[config.mk]
export PLATFORM = sky130hd
export DESIGN_NAME = byte_ring_fifo_line_reader_core
export DESIGN_NICKNAME = d
export VERILOG_FILES = /design/src/hdl/brf_pkg.sv /design/src/hdl/byte_ring_fifo_line_reader_core.sv /design/src/hdl/brf_front.sv /design/src/hdl/brf_cmd_queue.sv /design/src/hdl/brf_engine.sv
export SDC_FILE = /design/constraint.sdc
export NUM_CORES = 1
export LEC_CHECK = 0
export BUFFER_PORTS_ARGS = -buffer_cell sky130_fd_sc_hd__buf_2
export CORE_UTILIZATION = 65
export DETAILED_ROUTE_END_ITERATION = 10
export PLACE_DENSITY = 0.82
export SLEW_MARGIN = 15
export SYNTH_ARGS = -nofsm -noshare
export SYNTH_HDL_FRONTEND = slang
export SYNTH_SLANG_ARGS = --single-unit
[constraint.sdc]
create_clock -name clk -period 5.35 [get_ports clk]
set_input_delay 1.07 -clock clk [delete_from_list [all_inputs] [get_ports clk]]
set_output_delay 1.07 -clock clk [all_outputs]
set_load 0.02 [all_outputs]
[src/hdl/brf_pkg.sv]
// Package with types and constants of the byte ring FIFO line reader.
`timescale 1ns / 1ps
`default_nettype none

package brf_pkg;

    localparam int OP_W      = 3;
    localparam int BYTE_W    = 8;
    localparam int CNT_W     = 7;
    localparam int PADDR_W   = 3;
    localparam int PDATA_W   = 32;
    localparam int REG_IDX_W = PADDR_W - 2;
    localparam int QDEPTH    = 2;
    localparam int QPTR_W    = 1;

    localparam logic [OP_W-1:0] OP_INSERT = 3'd0;
    localparam logic [OP_W-1:0] OP_POP1   = 3'd1;
    localparam logic [OP_W-1:0] OP_DRAIN  = 3'd2;
    localparam logic [OP_W-1:0] OP_EXACT  = 3'd3;
    localparam logic [OP_W-1:0] OP_LINE   = 3'd4;

    localparam logic [REG_IDX_W-1:0] REG_LINE_END = 1'd0;

    localparam logic [BYTE_W-1:0] LINE_END_RESET = 8'd10;

    typedef struct packed {
        logic [OP_W-1:0]   op;
        logic [BYTE_W-1:0] data;
        logic [CNT_W-1:0]  count;
    } cmd_t;

    typedef struct packed {
        logic [BYTE_W-1:0] out_byte;
        logic              has_byte;
        logic              success;
        logic              last;
    } result_t;

endpackage

`default_nettype wire

[src/hdl/byte_ring_fifo_line_reader_core.sv]
// Top level of the byte ring FIFO line reader: config port and module wiring.
//
// Input channel (in_valid/in_ready): one word carries operation, in_byte and
// read_count. Insert stores in_byte unless the ring is full (then it is
// dropped); pop one, drain, exact count and line reads emit result words on
// the output channel (out_valid/out_ready), the final one with last set.
// Codes five to seven are accepted and ignored.
// Words pass a two-entry command queue to the engine, so input is taken
// while the engine works or a result waits. An insert is done by the engine
// in its idle state. A read that finds bytes fetches each one through the
// registered read port of the byte store before it shows it, one byte at a
// time; an empty or failed read answers straight from the idle state.
// A line read first scans, one byte per store read, up to the line end, or
// over every held byte when none is found.
// A stalled receiver holds the result register and the engine waits.
// Reset clears both ring indices, the queue and the output valid flag and sets
// line_end_char to 10; store contents stay undefined until written.
// line_end_char is written over the APB port at address 0.
`timescale 1ns / 1ps
`default_nettype none

module byte_ring_fifo_line_reader_core
#(
    parameter int DEPTH = 64
)
(
    input  wire logic                          clk,
    input  wire logic                          rst_n,
    input  wire logic                          in_valid,
    output logic                               in_ready,
    input  wire logic [brf_pkg::OP_W-1:0]      operation,
    input  wire logic [brf_pkg::BYTE_W-1:0]    in_byte,
    input  wire logic [brf_pkg::CNT_W-1:0]     read_count,
    output logic                               out_valid,
    input  wire logic                          out_ready,
    output logic [brf_pkg::BYTE_W-1:0]         out_byte,
    output logic                               has_byte,
    output logic                               success,
    output logic                               last,
    input  wire logic                          psel,
    input  wire logic                          penable,
    input  wire logic                          pwrite,
    input  wire logic [brf_pkg::PADDR_W-1:0]   paddr,
    input  wire logic [brf_pkg::PDATA_W-1:0]   pwdata,
    output logic [brf_pkg::PDATA_W-1:0]        prdata,
    output logic                               pready
);

    logic [brf_pkg::BYTE_W-1:0]    line_end_reg, line_end_next;
    logic [brf_pkg::REG_IDX_W-1:0] reg_idx;
    logic                          cfg_wr;

    logic             q_ready;
    logic             q_push;
    brf_pkg::cmd_t    q_cmd;
    logic             cmd_valid;
    logic             cmd_pop;
    brf_pkg::cmd_t    cmd;
    brf_pkg::result_t res;

    assign pready  = 1'b1;
    assign reg_idx = paddr[brf_pkg::PADDR_W-1:2];
    assign cfg_wr  = psel & penable & pwrite & pready;

    always_comb
    begin
        line_end_next = line_end_reg;
        prdata        = '0;
        case (reg_idx)
            brf_pkg::REG_LINE_END:
            begin
                prdata = {{(brf_pkg::PDATA_W-brf_pkg::BYTE_W){1'b0}}, line_end_reg};
                if (cfg_wr)
                begin
                    line_end_next = pwdata[brf_pkg::BYTE_W-1:0];
                end
            end
            default:
            begin
                prdata = '0;
            end
        endcase
    end

    always_ff @(posedge clk or negedge rst_n)
    begin
        if (!rst_n)
        begin
            line_end_reg <= brf_pkg::LINE_END_RESET;
        end
        else
        begin
            line_end_reg <= line_end_next;
        end
    end

    brf_front u_front
    (
        .in_valid   (in_valid),
        .in_ready   (in_ready),
        .operation  (operation),
        .in_byte    (in_byte),
        .read_count (read_count),
        .q_ready    (q_ready),
        .q_push     (q_push),
        .q_cmd      (q_cmd)
    );

    brf_cmd_queue u_queue
    (
        .clk        (clk),
        .rst_n      (rst_n),
        .push       (q_push),
        .push_cmd   (q_cmd),
        .push_ready (q_ready),
        .pop        (cmd_pop),
        .pop_cmd    (cmd),
        .pop_valid  (cmd_valid)
    );

    brf_engine #(
        .DEPTH (DEPTH)
    ) u_engine
    (
        .clk           (clk),
        .rst_n         (rst_n),
        .cmd_valid     (cmd_valid),
        .cmd           (cmd),
        .cmd_pop       (cmd_pop),
        .line_end_char (line_end_reg),
        .out_valid     (out_valid),
        .out_ready     (out_ready),
        .res           (res)
    );

    assign out_byte = res.out_byte;
    assign has_byte = res.has_byte;
    assign success  = res.success;
    assign last     = res.last;

endmodule

`default_nettype wire

[src/hdl/brf_front.sv]
// Front end: accepts input words, drops unknown operations, builds commands.
`timescale 1ns / 1ps
`default_nettype none

module brf_front
(
    input  wire logic                        in_valid,
    output logic                             in_ready,
    input  wire logic [brf_pkg::OP_W-1:0]    operation,
    input  wire logic [brf_pkg::BYTE_W-1:0]  in_byte,
    input  wire logic [brf_pkg::CNT_W-1:0]   read_count,
    input  wire logic                        q_ready,
    output logic                             q_push,
    output brf_pkg::cmd_t                    q_cmd
);

    logic known_op;

    always_comb
    begin
        case (operation)
            brf_pkg::OP_INSERT,
            brf_pkg::OP_POP1,
            brf_pkg::OP_DRAIN,
            brf_pkg::OP_EXACT,
            brf_pkg::OP_LINE:  known_op = 1'b1;
            default:           known_op = 1'b0;
        endcase
    end

    assign in_ready    = q_ready;
    assign q_push      = in_valid & q_ready & known_op;
    assign q_cmd.op    = operation;
    assign q_cmd.data  = in_byte;
    assign q_cmd.count = read_count;

endmodule

`default_nettype wire

[src/hdl/brf_cmd_queue.sv]
// Two-entry command queue between the front end and the FIFO engine.
`timescale 1ns / 1ps
`default_nettype none

module brf_cmd_queue
(
    input  wire logic           clk,
    input  wire logic           rst_n,
    input  wire logic           push,
    input  wire brf_pkg::cmd_t  push_cmd,
    output logic                push_ready,
    input  wire logic           pop,
    output brf_pkg::cmd_t       pop_cmd,
    output logic                pop_valid
);

    brf_pkg::cmd_t                entry_reg [brf_pkg::QDEPTH];
    logic [brf_pkg::QPTR_W-1:0]   wr_ptr_reg, wr_ptr_next;
    logic [brf_pkg::QPTR_W-1:0]   rd_ptr_reg, rd_ptr_next;
    logic [brf_pkg::QPTR_W:0]     count_reg, count_next;
    logic                         do_push;
    logic                         do_pop;

    assign push_ready = (count_reg != (brf_pkg::QPTR_W+1)'(brf_pkg::QDEPTH));
    assign pop_valid  = (count_reg != '0);
    assign pop_cmd    = entry_reg[rd_ptr_reg];
    assign do_push    = push & push_ready;
    assign do_pop     = pop & pop_valid;

    always_comb
    begin
        wr_ptr_next = do_push ? wr_ptr_reg + 1'b1 : wr_ptr_reg;
        rd_ptr_next = do_pop ? rd_ptr_reg + 1'b1 : rd_ptr_reg;
        count_next  = count_reg;
        if (do_push && !do_pop)
        begin
            count_next = count_reg + 1'b1;
        end
        else if (do_pop && !do_push)
        begin
            count_next = count_reg - 1'b1;
        end
    end

    always_ff @(posedge clk or negedge rst_n)
    begin
        if (!rst_n)
        begin
            wr_ptr_reg <= '0;
            rd_ptr_reg <= '0;
            count_reg  <= '0;
        end
        else
        begin
            wr_ptr_reg <= wr_ptr_next;
            rd_ptr_reg <= rd_ptr_next;
            count_reg  <= count_next;
        end
    end

    always_ff @(posedge clk)
    begin
        if (do_push)
        begin
            entry_reg[wr_ptr_reg] <= push_cmd;
        end
    end

endmodule

`default_nettype wire

[src/hdl/brf_engine.sv]
// FIFO engine: byte ring store, indices, read sequencing and result register.
`timescale 1ns / 1ps
`default_nettype none

module brf_engine
#(
    parameter int DEPTH = 64
)
(
    input  wire logic                        clk,
    input  wire logic                        rst_n,
    input  wire logic                        cmd_valid,
    input  wire brf_pkg::cmd_t               cmd,
    output logic                             cmd_pop,
    input  wire logic [brf_pkg::BYTE_W-1:0]  line_end_char,
    output logic                             out_valid,
    input  wire logic                        out_ready,
    output brf_pkg::result_t                 res
);

    localparam int IDX_W = (DEPTH > 1) ? $clog2(DEPTH) : 1;

    localparam logic [2:0] ST_IDLE      = 3'd0;
    localparam logic [2:0] ST_RD_ADDR   = 3'd1;
    localparam logic [2:0] ST_RD_OUT    = 3'd2;
    localparam logic [2:0] ST_SCAN_ADDR = 3'd3;
    localparam logic [2:0] ST_SCAN_CHK  = 3'd4;

    logic [brf_pkg::BYTE_W-1:0] store_mem [DEPTH];
    logic [brf_pkg::BYTE_W-1:0] rdata_reg;

    logic [2:0]       state_reg, state_next;
    logic [IDX_W-1:0] wr_idx_reg, wr_idx_next;
    logic [IDX_W-1:0] rd_idx_reg, rd_idx_next;
    logic [IDX_W-1:0] remain_reg, remain_next;
    logic [IDX_W-1:0] scan_pos_reg, scan_pos_next;
    logic [IDX_W-1:0] scan_k_reg, scan_k_next;
    logic             line_mode_reg, line_mode_next;
    logic             out_valid_reg, out_valid_next;
    brf_pkg::result_t res_reg, res_next;

    logic [IDX_W:0]             held_wide;
    logic [IDX_W-1:0]           held;
    logic [brf_pkg::CNT_W-1:0]  held_cnt;
    logic [IDX_W-1:0]           rd_addr;
    logic                       out_free;
    logic                       mem_we;
    logic [IDX_W-1:0]           wr_idx_inc;

    function automatic logic [IDX_W-1:0] inc_idx(input logic [IDX_W-1:0] i);
        return (i == IDX_W'(DEPTH - 1)) ? '0 : i + 1'b1;
    endfunction

    assign held_wide = (wr_idx_reg >= rd_idx_reg)
                     ? ({1'b0, wr_idx_reg} - {1'b0, rd_idx_reg})
                     : ({1'b0, wr_idx_reg} + (IDX_W+1)'(DEPTH) - {1'b0, rd_idx_reg});
    assign held      = held_wide[IDX_W-1:0];
    assign held_cnt  = brf_pkg::CNT_W'(held);
    assign out_free  = !out_valid_reg || out_ready;
    assign rd_addr   = (state_reg == ST_SCAN_ADDR || state_reg == ST_SCAN_CHK)
                     ? scan_pos_reg : rd_idx_reg;
    assign wr_idx_inc = inc_idx(wr_idx_reg);
    assign out_valid = out_valid_reg;
    assign res       = res_reg;

    always_comb
    begin
        state_next     = state_reg;
        wr_idx_next    = wr_idx_reg;
        rd_idx_next    = rd_idx_reg;
        remain_next    = remain_reg;
        scan_pos_next  = scan_pos_reg;
        scan_k_next    = scan_k_reg;
        line_mode_next = line_mode_reg;
        out_valid_next = out_valid_reg && !out_ready;
        res_next       = res_reg;
        cmd_pop        = 1'b0;
        mem_we         = 1'b0;

        case (state_reg)
            ST_IDLE:
            begin
                if (cmd_valid)
                begin
                    if (cmd.op == brf_pkg::OP_INSERT)
                    begin
                        cmd_pop = 1'b1;
                        if (wr_idx_inc != rd_idx_reg)
                        begin
                            mem_we      = 1'b1;
                            wr_idx_next = wr_idx_inc;
                        end
                    end
                    else if (out_free)
                    begin
                        cmd_pop        = 1'b1;
                        line_mode_next = 1'b0;
                        if (held == '0 || (cmd.op == brf_pkg::OP_EXACT &&
                            (cmd.count == '0 || cmd.count > held_cnt)))
                        begin
                            out_valid_next = 1'b1;
                            res_next       = '{out_byte: '0, has_byte: 1'b0,
                                               success: 1'b0, last: 1'b1};
                        end
                        else
                        begin
                            case (cmd.op)
                                brf_pkg::OP_POP1:
                                begin
                                    remain_next = IDX_W'(1);
                                    state_next  = ST_RD_ADDR;
                                end
                                brf_pkg::OP_DRAIN:
                                begin
                                    remain_next = held;
                                    state_next  = ST_RD_ADDR;
                                end
                                brf_pkg::OP_EXACT:
                                begin
                                    remain_next = IDX_W'(cmd.count);
                                    state_next  = ST_RD_ADDR;
                                end
                                brf_pkg::OP_LINE:
                                begin
                                    scan_pos_next = rd_idx_reg;
                                    scan_k_next   = '0;
                                    state_next    = ST_SCAN_ADDR;
                                end
                                default:
                                begin
                                    state_next = ST_IDLE;
                                end
                            endcase
                        end
                    end
                end
            end
            ST_RD_ADDR:
            begin
                state_next = ST_RD_OUT;
            end
            ST_RD_OUT:
            begin
                if (out_free)
                begin
                    out_valid_next = 1'b1;
                    res_next       = '{out_byte: rdata_reg, has_byte: 1'b1,
                                       success: 1'b1, last: (remain_reg == IDX_W'(1))};
                    if (remain_reg == IDX_W'(1))
                    begin
                        rd_idx_next = line_mode_reg ? inc_idx(inc_idx(rd_idx_reg))
                                                    : inc_idx(rd_idx_reg);
                        state_next  = ST_IDLE;
                    end
                    else
                    begin
                        rd_idx_next = inc_idx(rd_idx_reg);
                        remain_next = remain_reg - 1'b1;
                        state_next  = ST_RD_ADDR;
                    end
                end
            end
            ST_SCAN_ADDR:
            begin
                state_next = ST_SCAN_CHK;
            end
            ST_SCAN_CHK:
            begin
                if (rdata_reg == line_end_char)
                begin
                    if (scan_k_reg == '0)
                    begin
                        if (out_free)
                        begin
                            out_valid_next = 1'b1;
                            res_next       = '{out_byte: '0, has_byte: 1'b0,
                                               success: 1'b1, last: 1'b1};
                            rd_idx_next    = inc_idx(rd_idx_reg);
                            state_next     = ST_IDLE;
                        end
                    end
                    else
                    begin
                        remain_next    = scan_k_reg;
                        line_mode_next = 1'b1;
                        state_next     = ST_RD_ADDR;
                    end
                end
                else if (scan_k_reg + 1'b1 == held)
                begin
                    if (out_free)
                    begin
                        out_valid_next = 1'b1;
                        res_next       = '{out_byte: '0, has_byte: 1'b0,
                                           success: 1'b0, last: 1'b1};
                        state_next     = ST_IDLE;
                    end
                end
                else
                begin
                    scan_k_next   = scan_k_reg + 1'b1;
                    scan_pos_next = inc_idx(scan_pos_reg);
                    state_next    = ST_SCAN_ADDR;
                end
            end
            default:
            begin
                state_next = ST_IDLE;
            end
        endcase
    end

    always_ff @(posedge clk or negedge rst_n)
    begin
        if (!rst_n)
        begin
            state_reg     <= ST_IDLE;
            wr_idx_reg    <= '0;
            rd_idx_reg    <= '0;
            remain_reg    <= '0;
            scan_pos_reg  <= '0;
            scan_k_reg    <= '0;
            line_mode_reg <= 1'b0;
            out_valid_reg <= 1'b0;
        end
        else
        begin
            state_reg     <= state_next;
            wr_idx_reg    <= wr_idx_next;
            rd_idx_reg    <= rd_idx_next;
            remain_reg    <= remain_next;
            scan_pos_reg  <= scan_pos_next;
            scan_k_reg    <= scan_k_next;
            line_mode_reg <= line_mode_next;
            out_valid_reg <= out_valid_next;
        end
    end

    always_ff @(posedge clk)
    begin
        res_reg <= res_next;
    end

    always_ff @(posedge clk)
    begin
        if (mem_we)
        begin
            store_mem[wr_idx_reg] <= cmd.data;
        end
        rdata_reg <= store_mem[rd_addr];
    end

endmodule

`default_nettype wire

== Word-level counts from Yosys, hierarchy flattened ==
Memories as Yosys holds them, arrays and structs flattened. A register that Yosys moved wholly into a read port is not among the register bits.
Index checks and enable logic that the tools add are counted.
Operators by class
  magnitude comparators: 2
  $add $sub $neg: 13
  reductions and logical operators: 33
  bitwise operators: 7
  mux-type cells: 93
  equality and inequality tests: 38
Operators with widths (count)
  $mux W6: 34
  $mux W11: 10
  $add A6 B1 Y6 const B: 6
  $pmux W6 S2: 3
  $pmux W6 S3: 2
  $pmux W11 S3: 1
  $mux W1: 27
  $mux W3: 9
  $eq A6 B6 Y1 const B: 4
  $ne A2 B2 Y1 const B: 11
  $eq A3 B2 Y1 const B: 6
  $pmux W3 S5: 1
  $logic_not A6 Y1: 2
  $sub A6 B6 Y6: 2
  $reduce_and A10 Y1: 1
  $reduce_and A5 Y1: 2
  $eq A3 B1 Y1 const B: 3
  $eq A3 B3 Y1 const B: 3
  $logic_not A3 Y1: 3
  $reduce_and A9 Y1: 1
  $eq A8 B8 Y1: 1
  $mux W8: 1
  $ne A2 B1 Y1 const B: 4
  $reduce_and A8 Y1: 1
  28 further kinds: 48
Storage, ports and cells
  input port bits: 60
  memory bits (writable): 548
  register bits after elaboration: 58
  memories: 2
Memory list
  u_engine.store_mem: depth 64, width 8, read ports 1, clocked after Yosys merged registers in 1, write ports 1, line brf_engine.sv:29  | logic [brf_pkg::BYTE_W-1:0] store_mem [DEPTH];
  u_queue.entry_reg: depth 2, width 18, read ports 1, clocked after Yosys merged registers in 0, write ports 1, line brf_cmd_queue.sv:17  | brf_pkg::cmd_t entry_reg [brf_pkg::QDEPTH];

== Depth between registers and ports, before layout ==
Gate-level depths: netlist (run 1).
  word-level depth: 12
  depth in mapped cells: 16
  mapped depth without buffers: 15

== Modules after synthesis ==
From an unflattened synthesis (run 1), not the netlist that was laid out.
Unflattened totals
  cell total of the unflattened synthesis: 2067
  area, all modules: 26265.2 µm²
Modules (own cells, without submodules)
  brf_engine: instances 1, sequential area each 16741.1 µm², area each 23986.8 µm², cells an instance 1920
  brf_cmd_queue: instances 1, sequential area each 1181.1 µm², area each 1542.7 µm², cells an instance 74
  byte_ring_fifo_line_reader_core: instances 1, sequential area each 202.7 µm², area each 581.8 µm², cells an instance 52
  brf_front: instances 1, sequential area each 0.0 µm², area each 153.9 µm², cells an instance 21

== Least setup slack after synthesis (run 1) ==
OpenSTA, ideal clock, no wires.
  path kind: reg2reg
  start: register u_engine.wr_idx_reg[0]
  end: register u_engine.remain_reg[0]
  setup time: 0.128 ns
  path slack: 1.700 ns
  stages on the path, launching flop included: 17
  path buffers: 1
  data arrival time: 3.523 ns
  period minus slack after synthesis: 3.650 ns
  cells stage by stage: dfrtp_1 -> buf_2 -> inv_1 -> ha_1 -> inv_1 -> fa_1 -> a21o_1 -> a21oi_1 -> xor2_1 -> ha_1 -> nand2_1 -> a21oi_1 -> a2111oi_0 -> o2bb2ai_1 -> a311oi_1 -> o21ai_2 -> mux2_1
Between the ends
  cells in the longest elaborated chain, start to end: 9
Ends and longest elaborated chain
  start: declaration: line brf_engine.sv:33  | logic [IDX_W-1:0] wr_idx_reg, wr_idx_next;
  start signal: assignment: line brf_engine.sv:229  | wr_idx_reg <= wr_idx_next;
  $add A6 B1 Y6: line brf_engine.sv:56  | : ({1'b0, wr_idx_reg} + (IDX_W+1)'(DEPTH) - {1'b0, rd_idx_reg});
  $sub A6 B6 Y6: line brf_engine.sv:56
  $mux W6 *: line brf_engine.sv:55  | ? ({1'b0, wr_idx_reg} - {1'b0, rd_idx_reg})
  $gt A7 B6 Y1 or $pmux W6 S3 (tied branches): line brf_engine.sv:99, brf_engine.sv:107
  $logic_or A1 B1 Y1 or $mux W6 (tied branches): line brf_engine.sv:99, brf_engine.sv:98
  $logic_and A1 B1 Y1 or $mux W6 (tied branches): line brf_engine.sv:98, brf_engine.sv:94
  $logic_or A1 B1 Y1 or $mux W6 (tied branches): line brf_engine.sv:98, brf_engine.sv:85
  $ne A2 B2 Y1 (no source line) or $mux W6 (tied branches)
  $reduce_and A10 Y1 (no source line) or $pmux W6 S3 (tied branches)
  end signal: assignment: line brf_engine.sv:231  | remain_reg <= remain_next;
  end: declaration: line brf_engine.sv:35  | logic [IDX_W-1:0] remain_reg, remain_next;
Every way passes the cells marked *; elsewhere a longest branch is shown, timed or not. The select of a mux whose other input is x is not followed.
A chain may end at the register's enable or synchronous reset.

== Worst setup path in the final report (run 1) ==
  start: register u_queue.rd_ptr_reg
  end: memory u_engine.store_mem[30][7] (netlist bit) (enable)
Between the ends
  cells in the longest elaborated chain, start to end: 7
Ends and longest elaborated chain
  start: declaration: line brf_cmd_queue.sv:19  | logic [brf_pkg::QPTR_W-1:0] rd_ptr_reg, rd_ptr_next;
  start signal: assignment: line brf_cmd_queue.sv:56  | rd_ptr_reg <= rd_ptr_next;
  $mem_v2 Z2 W18
  $logic_not A3 Y1: line brf_engine.sv:85  | if (cmd.op == brf_pkg::OP_INSERT)
  $mux W1: line brf_engine.sv:85
  $mux W1: line brf_engine.sv:83  | if (cmd_valid)
  $mux W1: line brf_engine.sv:80  | case (state_reg)
  $mux W1: line brf_engine.sv:246  | if (mem_we)
  $mux W1 (not written as such): line brf_engine.sv:248  | store_mem[wr_idx_reg] <= cmd.data;
  end: declaration: line brf_engine.sv:29
No other way between the ends.

==> summary.md, run 1 <==
| Metric | Value |
|---|---|
| Status | complete, no violations |
| Async SR Flop Fraction | 0.07655 |
| Worst clock skew | 32.45 ps |
| Drt total wl | roughly 66 mm |
| Cell accounting for the most synthesized area | edfxtp_1 |
| Critical Path AT | 4670 ps |
| CP bufs+invs | 0 |
| Cts bufs inserted | 58 |
| Synthesized area per cell | 13.16 µm² |
| Yosys top cell area share | 0.6304 |
| Warnings, synthesis | 0 |
| Initial antenna violation count | 2 |
| Leak Pwr | around 10 nW |
| Post-CTS Resized | 0 |
| Final setup TNS | 0 ps |
| Clock transition at path regs | roughly 60 ps |
| First-pass GRT wire length | 99.38 mm |
| Slew headroom | 0.2079 |
| Dpl hpwl | 39.80 mm |
| Max-cap violations | 0 |
| Grt ovf | 0 |
| Worst setup SP type | flip-flop |
| Avg WL per Cell | between 20 and 30 µm |
| CTS Sinks | 614 |
| Post-CTS setup buffers | 0 |
| Logic gate share of total power | 0.387 |
| Peak VDD IR | a little over 500 µV |
| R2R depth | 5 |
| Power per Cell Area | about 580 nW/µm² |
| Final core occ | 0.7236 |
| H-tree depth | 2 |
| WP data required | approximately 5600 ps |
| Max FO, Critical Path | 22 |
| Ys flop type | edfxtp_1 |
| Final Power | about 17 mW |
| Crit path max-delay family | simple AND/OR/NAND/NOR gates |
| P&R area growth vs syn | 8.966% |
| Number of diodes | 0 |
| Fin crit period | roughly 4400 ps |
| Die H | 204.4 µm |
| Rows | between 70 and 80 |
| Reg-to-Reg Start | u_queue.rd_ptr_reg |
| Netlist cell types | 94 |
| Area of the core | around 40,000 µm² |
| Clk_lat worst skew | between 600 and 700 ps |
| Routed via count | approximately 18,000 |
| CTS tree | yes |
| Post-Syn Instances | about 2,000 |
| FILL cells | approximately 2,500 |
| Hold path cells | 1 |
| Die Footprint | 41,780 µm² |
| Top post-synthesis cells by count | edfxtp_1 (559), nand2_1 (247), and3_1 (115) |
| Final worst slack | between 900 and 1000 ps |
| Hold path endpoint | u_queue.wr_ptr_reg |
| Post-synthesis sequential area ratio | 0.6807 |
| Max stage delay on crit path | roughly 1100 ps |
| Clk pwr share | 0.238 |
| ANT nets after route | 0 |
| Share of cells above drive strength 1 | 0.1047 |
| Number of synthesized flops with an enable pin | ~560 |
| FMAX | approximately 220 MHz |
| CP max-delay cell | nor2_1 |
| Detailed Route Iter0 Violations | approximately 2,300 |
| Number of synthesized register bits | between 600 and 700 |
| # nets final | between 2,000 and 2,500 |
| Via-to-Cell Ratio | 6.773 |
| R2R setup slack | roughly 900 ps |
| Pre-CTS setup slack | approximately 1100 ps |
| CTS hold repair buffers | 0 |
| Initial Utilization | 0.6641 |
| Final GP Congestion | ~0.9 |
| Max reg flops | around 510 |
| Switching Fraction | 0.3967 |
| Count leader, synth | edfxtp_1 |
| Worst r2r dst | u_engine.store_mem[30][7] |
| Cell-internal power | a little over 10 mW |
| DR DRC count | 0 |
| Hold crit path type | reg -> reg |
| First-pass detailed-route iteration total | 7 |
| Largest net degree at the start of global routing | approximately 150 |
| Hold_sp | u_queue.wr_ptr_reg |
| I/O pin count | approximately 110 |
| Final setup fails | 0 |
| IO buf count | 54 |
| Fin. max-slew vios | 0 |
| Synthesized area | between 20,000 and 30,000 µm² |
| Cells taking the most area after synthesis | edfxtp_1 (63%), dfrtp_1 (4.2%), nand2_1 (3.5%) |
| Period utilisation layout | 0.8315 |
| CP endpoint kind | flip-flop |
| Clk root buf | clkbuf_16 |
| Die X | between 200 and 250 µm |
| Hold Fails Final Rpt | 0 |
| RSZ-0062 raised after global routing | false |
| Worst slew pin tran | about 1200 ps |
| Vias in the first global route | between 15,000 and 20,000 |
| Cell Chain, Critical Path | mux2i_1 > nor2b_1 > o311a_1 > nand4_1 > nor2_1 |
| Clk buf depth | 3 |
| Reg power frac | 0.375 |
| WS Path Type | reg -> reg |
| Sw power | between 6 and 7 mW |
| Total Routing Usage GR | 0.3188 |
[metal layers]
layer  track usage  share of wire  wire (µm)
met2        0.5121           0.48      31520
met1        0.4219           0.37      24740
met3       0.06808           0.11       7134
met4        0.1402          0.042       2775
met5             0              0          0
[placed cells by master, fill, tap and decap left out, types with 17 or more instances in the layout]
master       n
a211oi_1    97
a21oi_1     59
a22oi_1     21
a311o_1     17
a31oi_1     37
a41oi_1     17
and3_1     115
buf_2       54
buf_4       33
clkbuf_16   60
clkinv_1    19
conb_1      25
dfrtp_1     45
edfxtp_1   559
ha_1        20
inv_1       28
mux2_2      23
mux2i_1     19
nand2_1    247
nand3_1     84
nor2_1      99
nor4_1      42
o21ai_0     41
xnor2_1     22
xor2_1      23
[stage by stage]
stage	area, µm²	hold WS (ps)	std cells
after floorplan	26710	460.3	2046
after global placement	27190	478.8	2500
after detailed placement	27190	476.5	2500
after CTS	29010	488.8	2608
after global routing	29010	531.2	2608
final	29010	488.0	2608
[worst max-delay path by stage]
stage,from,endpoint,slack [ps],depth (start not counted)
finish,u_queue.rd_ptr_reg,u_engine.store_mem[30][7],900,5
CTS,u_queue.rd_ptr_reg,u_engine.store_mem[30][7],1050,5
detailed placement,u_engine.wr_idx_reg[0],u_engine.res[5],1060,14
floorplan,u_engine.wr_idx_reg[0],u_engine.remain_reg[0],1700,16
global placement,u_engine.wr_idx_reg[0],u_engine.res[4],1150,14
global route,u_engine.wr_idx_reg[0],u_engine.res[6],680,14
[layout make-up]
cell class	instances	area, µm²	area share
sequential	614	18120	0.6247
multi-input combinational	1241	7736	0.2666
clock buffer	78	1589	0.05477
tap	525	656.9	0.02264
timing repair buffer	89	558.0	0.01923
clock inverter	30	232.7	0.008021
inverter	31	116.4	0.004011
[power groups by stage]
stage	logic (mW)	clock network (mW)	registers (mW)
finish	6.46	3.98	6.26
global route	6.87	4.17	6.29
CTS	6.32	3.99	6.25
detailed placement	6.25	0	6.35
global placement	6.04	0	6.33
floorplan	4.39	0	6.22
[cells by family after synthesis]
family                     Yosys count  share of synthesized area
other                                2                  0.0002820
AOI/OAI and AO/OA                  396                     0.1086
xor gates and xnor gates            47                    0.01649
DFF                                614                     0.6807
and+or+nand+nor                    705                     0.1306
adders and majority gates           21                    0.01015
muxes                               47                    0.01898
buffers and inverters              191                    0.03411
No activity file was read; power rests on OpenSTA's default activity.
==> inputs of run 2 (changes only) <==
--- a/config.mk
+++ b/config.mk
@@ -6,9 +6,9 @@
 export NUM_CORES = 1
 export LEC_CHECK = 0
 export BUFFER_PORTS_ARGS = -buffer_cell sky130_fd_sc_hd__buf_2
-export CORE_UTILIZATION = 65
+export CORE_UTILIZATION = 56
 export DETAILED_ROUTE_END_ITERATION = 10
-export PLACE_DENSITY = 0.82
+export PLACE_DENSITY = 0.75
 export SLEW_MARGIN = 15
 export SYNTH_ARGS = -nofsm -noshare
 export SYNTH_HDL_FRONTEND = slang
==> constraint.sdc (replaced) <==
create_clock -name clk -period 3.88 [get_ports clk]
set_input_delay 0.776 -clock clk [delete_from_list [all_inputs] [get_ports clk]]
set_output_delay 0.776 -clock clk [all_outputs]
set_load 0.02 [all_outputs]
==> summary.md, run 2 (synthesis gave the netlist of run 1 again) <==
| Metric | Value |
|---|---|
| CTS Sinks | 614 |
| IO buf count | 54 |
| First-pass GRT wire length | ~100 mm |
| Detailed Route Iter0 Violations | 2,254 |
| ANT nets after route | 0 |
| I/O pin count | 106 |
| Clk_lat worst skew | around 650 ps |
| Drt total wl | ~66 mm |
| Die H | around 220 µm |
| Dpl hpwl | between 40 and 50 mm |
| Initial Utilization | 0.5695 |
| Fin. max-slew vios | 0 |
| Hold slack | between 50 and 60 ps |
| Hold Fails Final Rpt | 0 |
| P&R area growth vs syn | 12.80% |
| Worst setup SP type | flip-flop |
| Post-DP Area | 28,100 µm² |
| Share of cells above drive strength 1 | 0.1506 |
| Largest net degree at the start of global routing | between 80 and 90 |
| Worst clock skew | approximately 30 ps |
| First-pass detailed-route iteration total | 9 |
| CP endpoint kind | flip-flop |
| Clock transition at path regs | roughly 70 ps |
| Final non-filler cell area | approximately 30,000 µm² |
| Failing checks | DRC |
| Power per Cell Area | 791.5 nW/µm² |
| Critical Path AT | between 4000 and 5000 ps |
| Die Footprint | between 40,000 and 50,000 µm² |
| WS Path Type | reg -> reg |
| Worst slew pin tran | between 1000 and 1500 ps |
| Via-to-Cell Ratio | between 6 and 7 |
| Slew headroom | 0.2289 |
| Max reg flops | about 500 |
| Max-cap violations | 0 |
| # nets final | about 2,200 |
| Routed via count | between 15,000 and 20,000 |
| Commonest non-fill, non-tap cell in the layout | edfxtp_1 |
| Commonest cells after routing, fill and taps aside | edfxtp_1 (559), nand2_1 (247), buf_4 (128) |
| Initial antenna violation count | 0 |
| FMAX | 274.6 MHz |
| Peak VDD IR | 425.1 µV |
| H-tree depth | 2 |
| Cts bufs inserted | between 50 and 60 |
| CTS hold repair buffers | 0 |
| WP data required | about 4400 ps |
| DR DRC count | 13 |
| Status | finished with violations |
| Period utilisation layout | 0.9387 |
| Leak Pwr | roughly 11 nW |
| CTS tree | yes |
| Vias in the first global route | between 15,000 and 20,000 |
| Die X | roughly 220 µm |
| Final setup fails | 0 |
| Clk root buf | clkbuf_16 |
| Total Routing Usage GR | 0.2767 |
| Grt ovf | 0 |
| Max FO, Critical Path | 6 |
| Final GP Congestion | between 0.9 and 1 |
| Fin crit period | roughly 3600 ps |
| Rows | roughly 80 |
| Number of diodes | 0 |
| Avg WL per Cell | around 24 µm |
| Area of the core | about 47,000 µm² |
| Clk buf depth | 3 |
| Hold crit path type | in -> async |
run 2: cell count changes in the layout (fill, tap and decap cells not counted), sizes merged:
cell	previous run	this run
clkinv	29	33
bufinv	3	5
clkinvlp	0	5
buf	89	191
clkbuf	78	67
run 2: repair_timing:
| item | in CTS | in global routing |
|---|---|---|
| endpoints found under the setup margin | 0 | 19 |
| gates resized for setup | 0 | 5 |
| buffers inserted | 0 | 1 |
run 2: worst paths after layout:
path                            slack [ps]                      end  cells past startpoint              startpoint
worst max-delay path                   240   u_engine.remain_reg[0]                     15  u_engine.wr_idx_reg[0]
worst min-delay path                    50   u_engine.remain_reg[2]                      1                   rst_n
worst max register to register         240   u_engine.remain_reg[0]                     15  u_engine.wr_idx_reg[0]
worst min register to register         490     u_queue.count_reg[1]                      1    u_queue.count_reg[1]
max in group asynchronous             3100          line_end_reg[1]                      3                   rst_n
min in group clk                       340  u_queue.entry_reg[0][9]                      1              in_byte[2]
run 2: worst max-delay path, stage by stage, from the launching register on:
cell and delay, ps:
dfrtp_1 370, inv_1 80, ha_1 170, inv_1 60, fa_1 400, a21o_1 180, a21oi_1 210, xor2_1 230
ha_1 310, nand2_1 80, a21oi_1 50, a2111oi_2 320, o2bb2ai_2 150, a311oi_2 360, o21ai_2 190, mux2_1 360
run 2: area by class of cell:
class / instances / area, µm²
multi-input cells: 1241 / 7741
clock inverters: 41 / 397.9
clock buffers: 67 / 1485
inverters: 31 / 116.4
repair buffers: 191 / 1411
well taps: 607 / 759.5
flip-flops and latches: 614 / 18120
fillers: 3366 / 16720
run 2: per-layer routing:
metal / track usage / wire (µm) / vias to the layer above / share of wire
li1: - / - / 7938 / -
met1: 0.3678 / 25820 / 8852 / 0.39
met2: 0.4596 / 32250 / 903 / 0.49
met3: 0.04086 / 5812 / 157 / 0.088
met4: 0.1085 / 2425 / 0 / 0.037
met5: 0 / 0 / - / 0
run 2: where the power goes:
group / total, mW / internal, mW / switching, mW / leakage (nW)
sequential: 8.52 / 8.19 / 0.326 / 5.69
combinational: 9.68 / 3.20 / 6.48 / 3.97
clock: 5.57 / 3.09 / 2.48 / 0.904
run 2: metrics by stage:
| stage | util | total power [mW] | worst slack (ps) | setup TNS [ps] | cells |
|---|---|---|---|---|---|
| global placement | 0.6011 | 17.77 | 122.1 | 0 | 2682 |
| CTS | 0.6413 | 23.63 | 8.133 | 0 | 2790 |
| global route | 0.6424 | 24.82 | -2.611 | -2.611 | 2792 |
| finish | 0.6424 | 23.77 | 237.8 | 0 | 2792 |
| detailed placement | 0.6011 | 18.08 | 30.60 | 0 | 2682 |
| floorplan | - | 14.64 | 229.7 | 0 | 2046 |
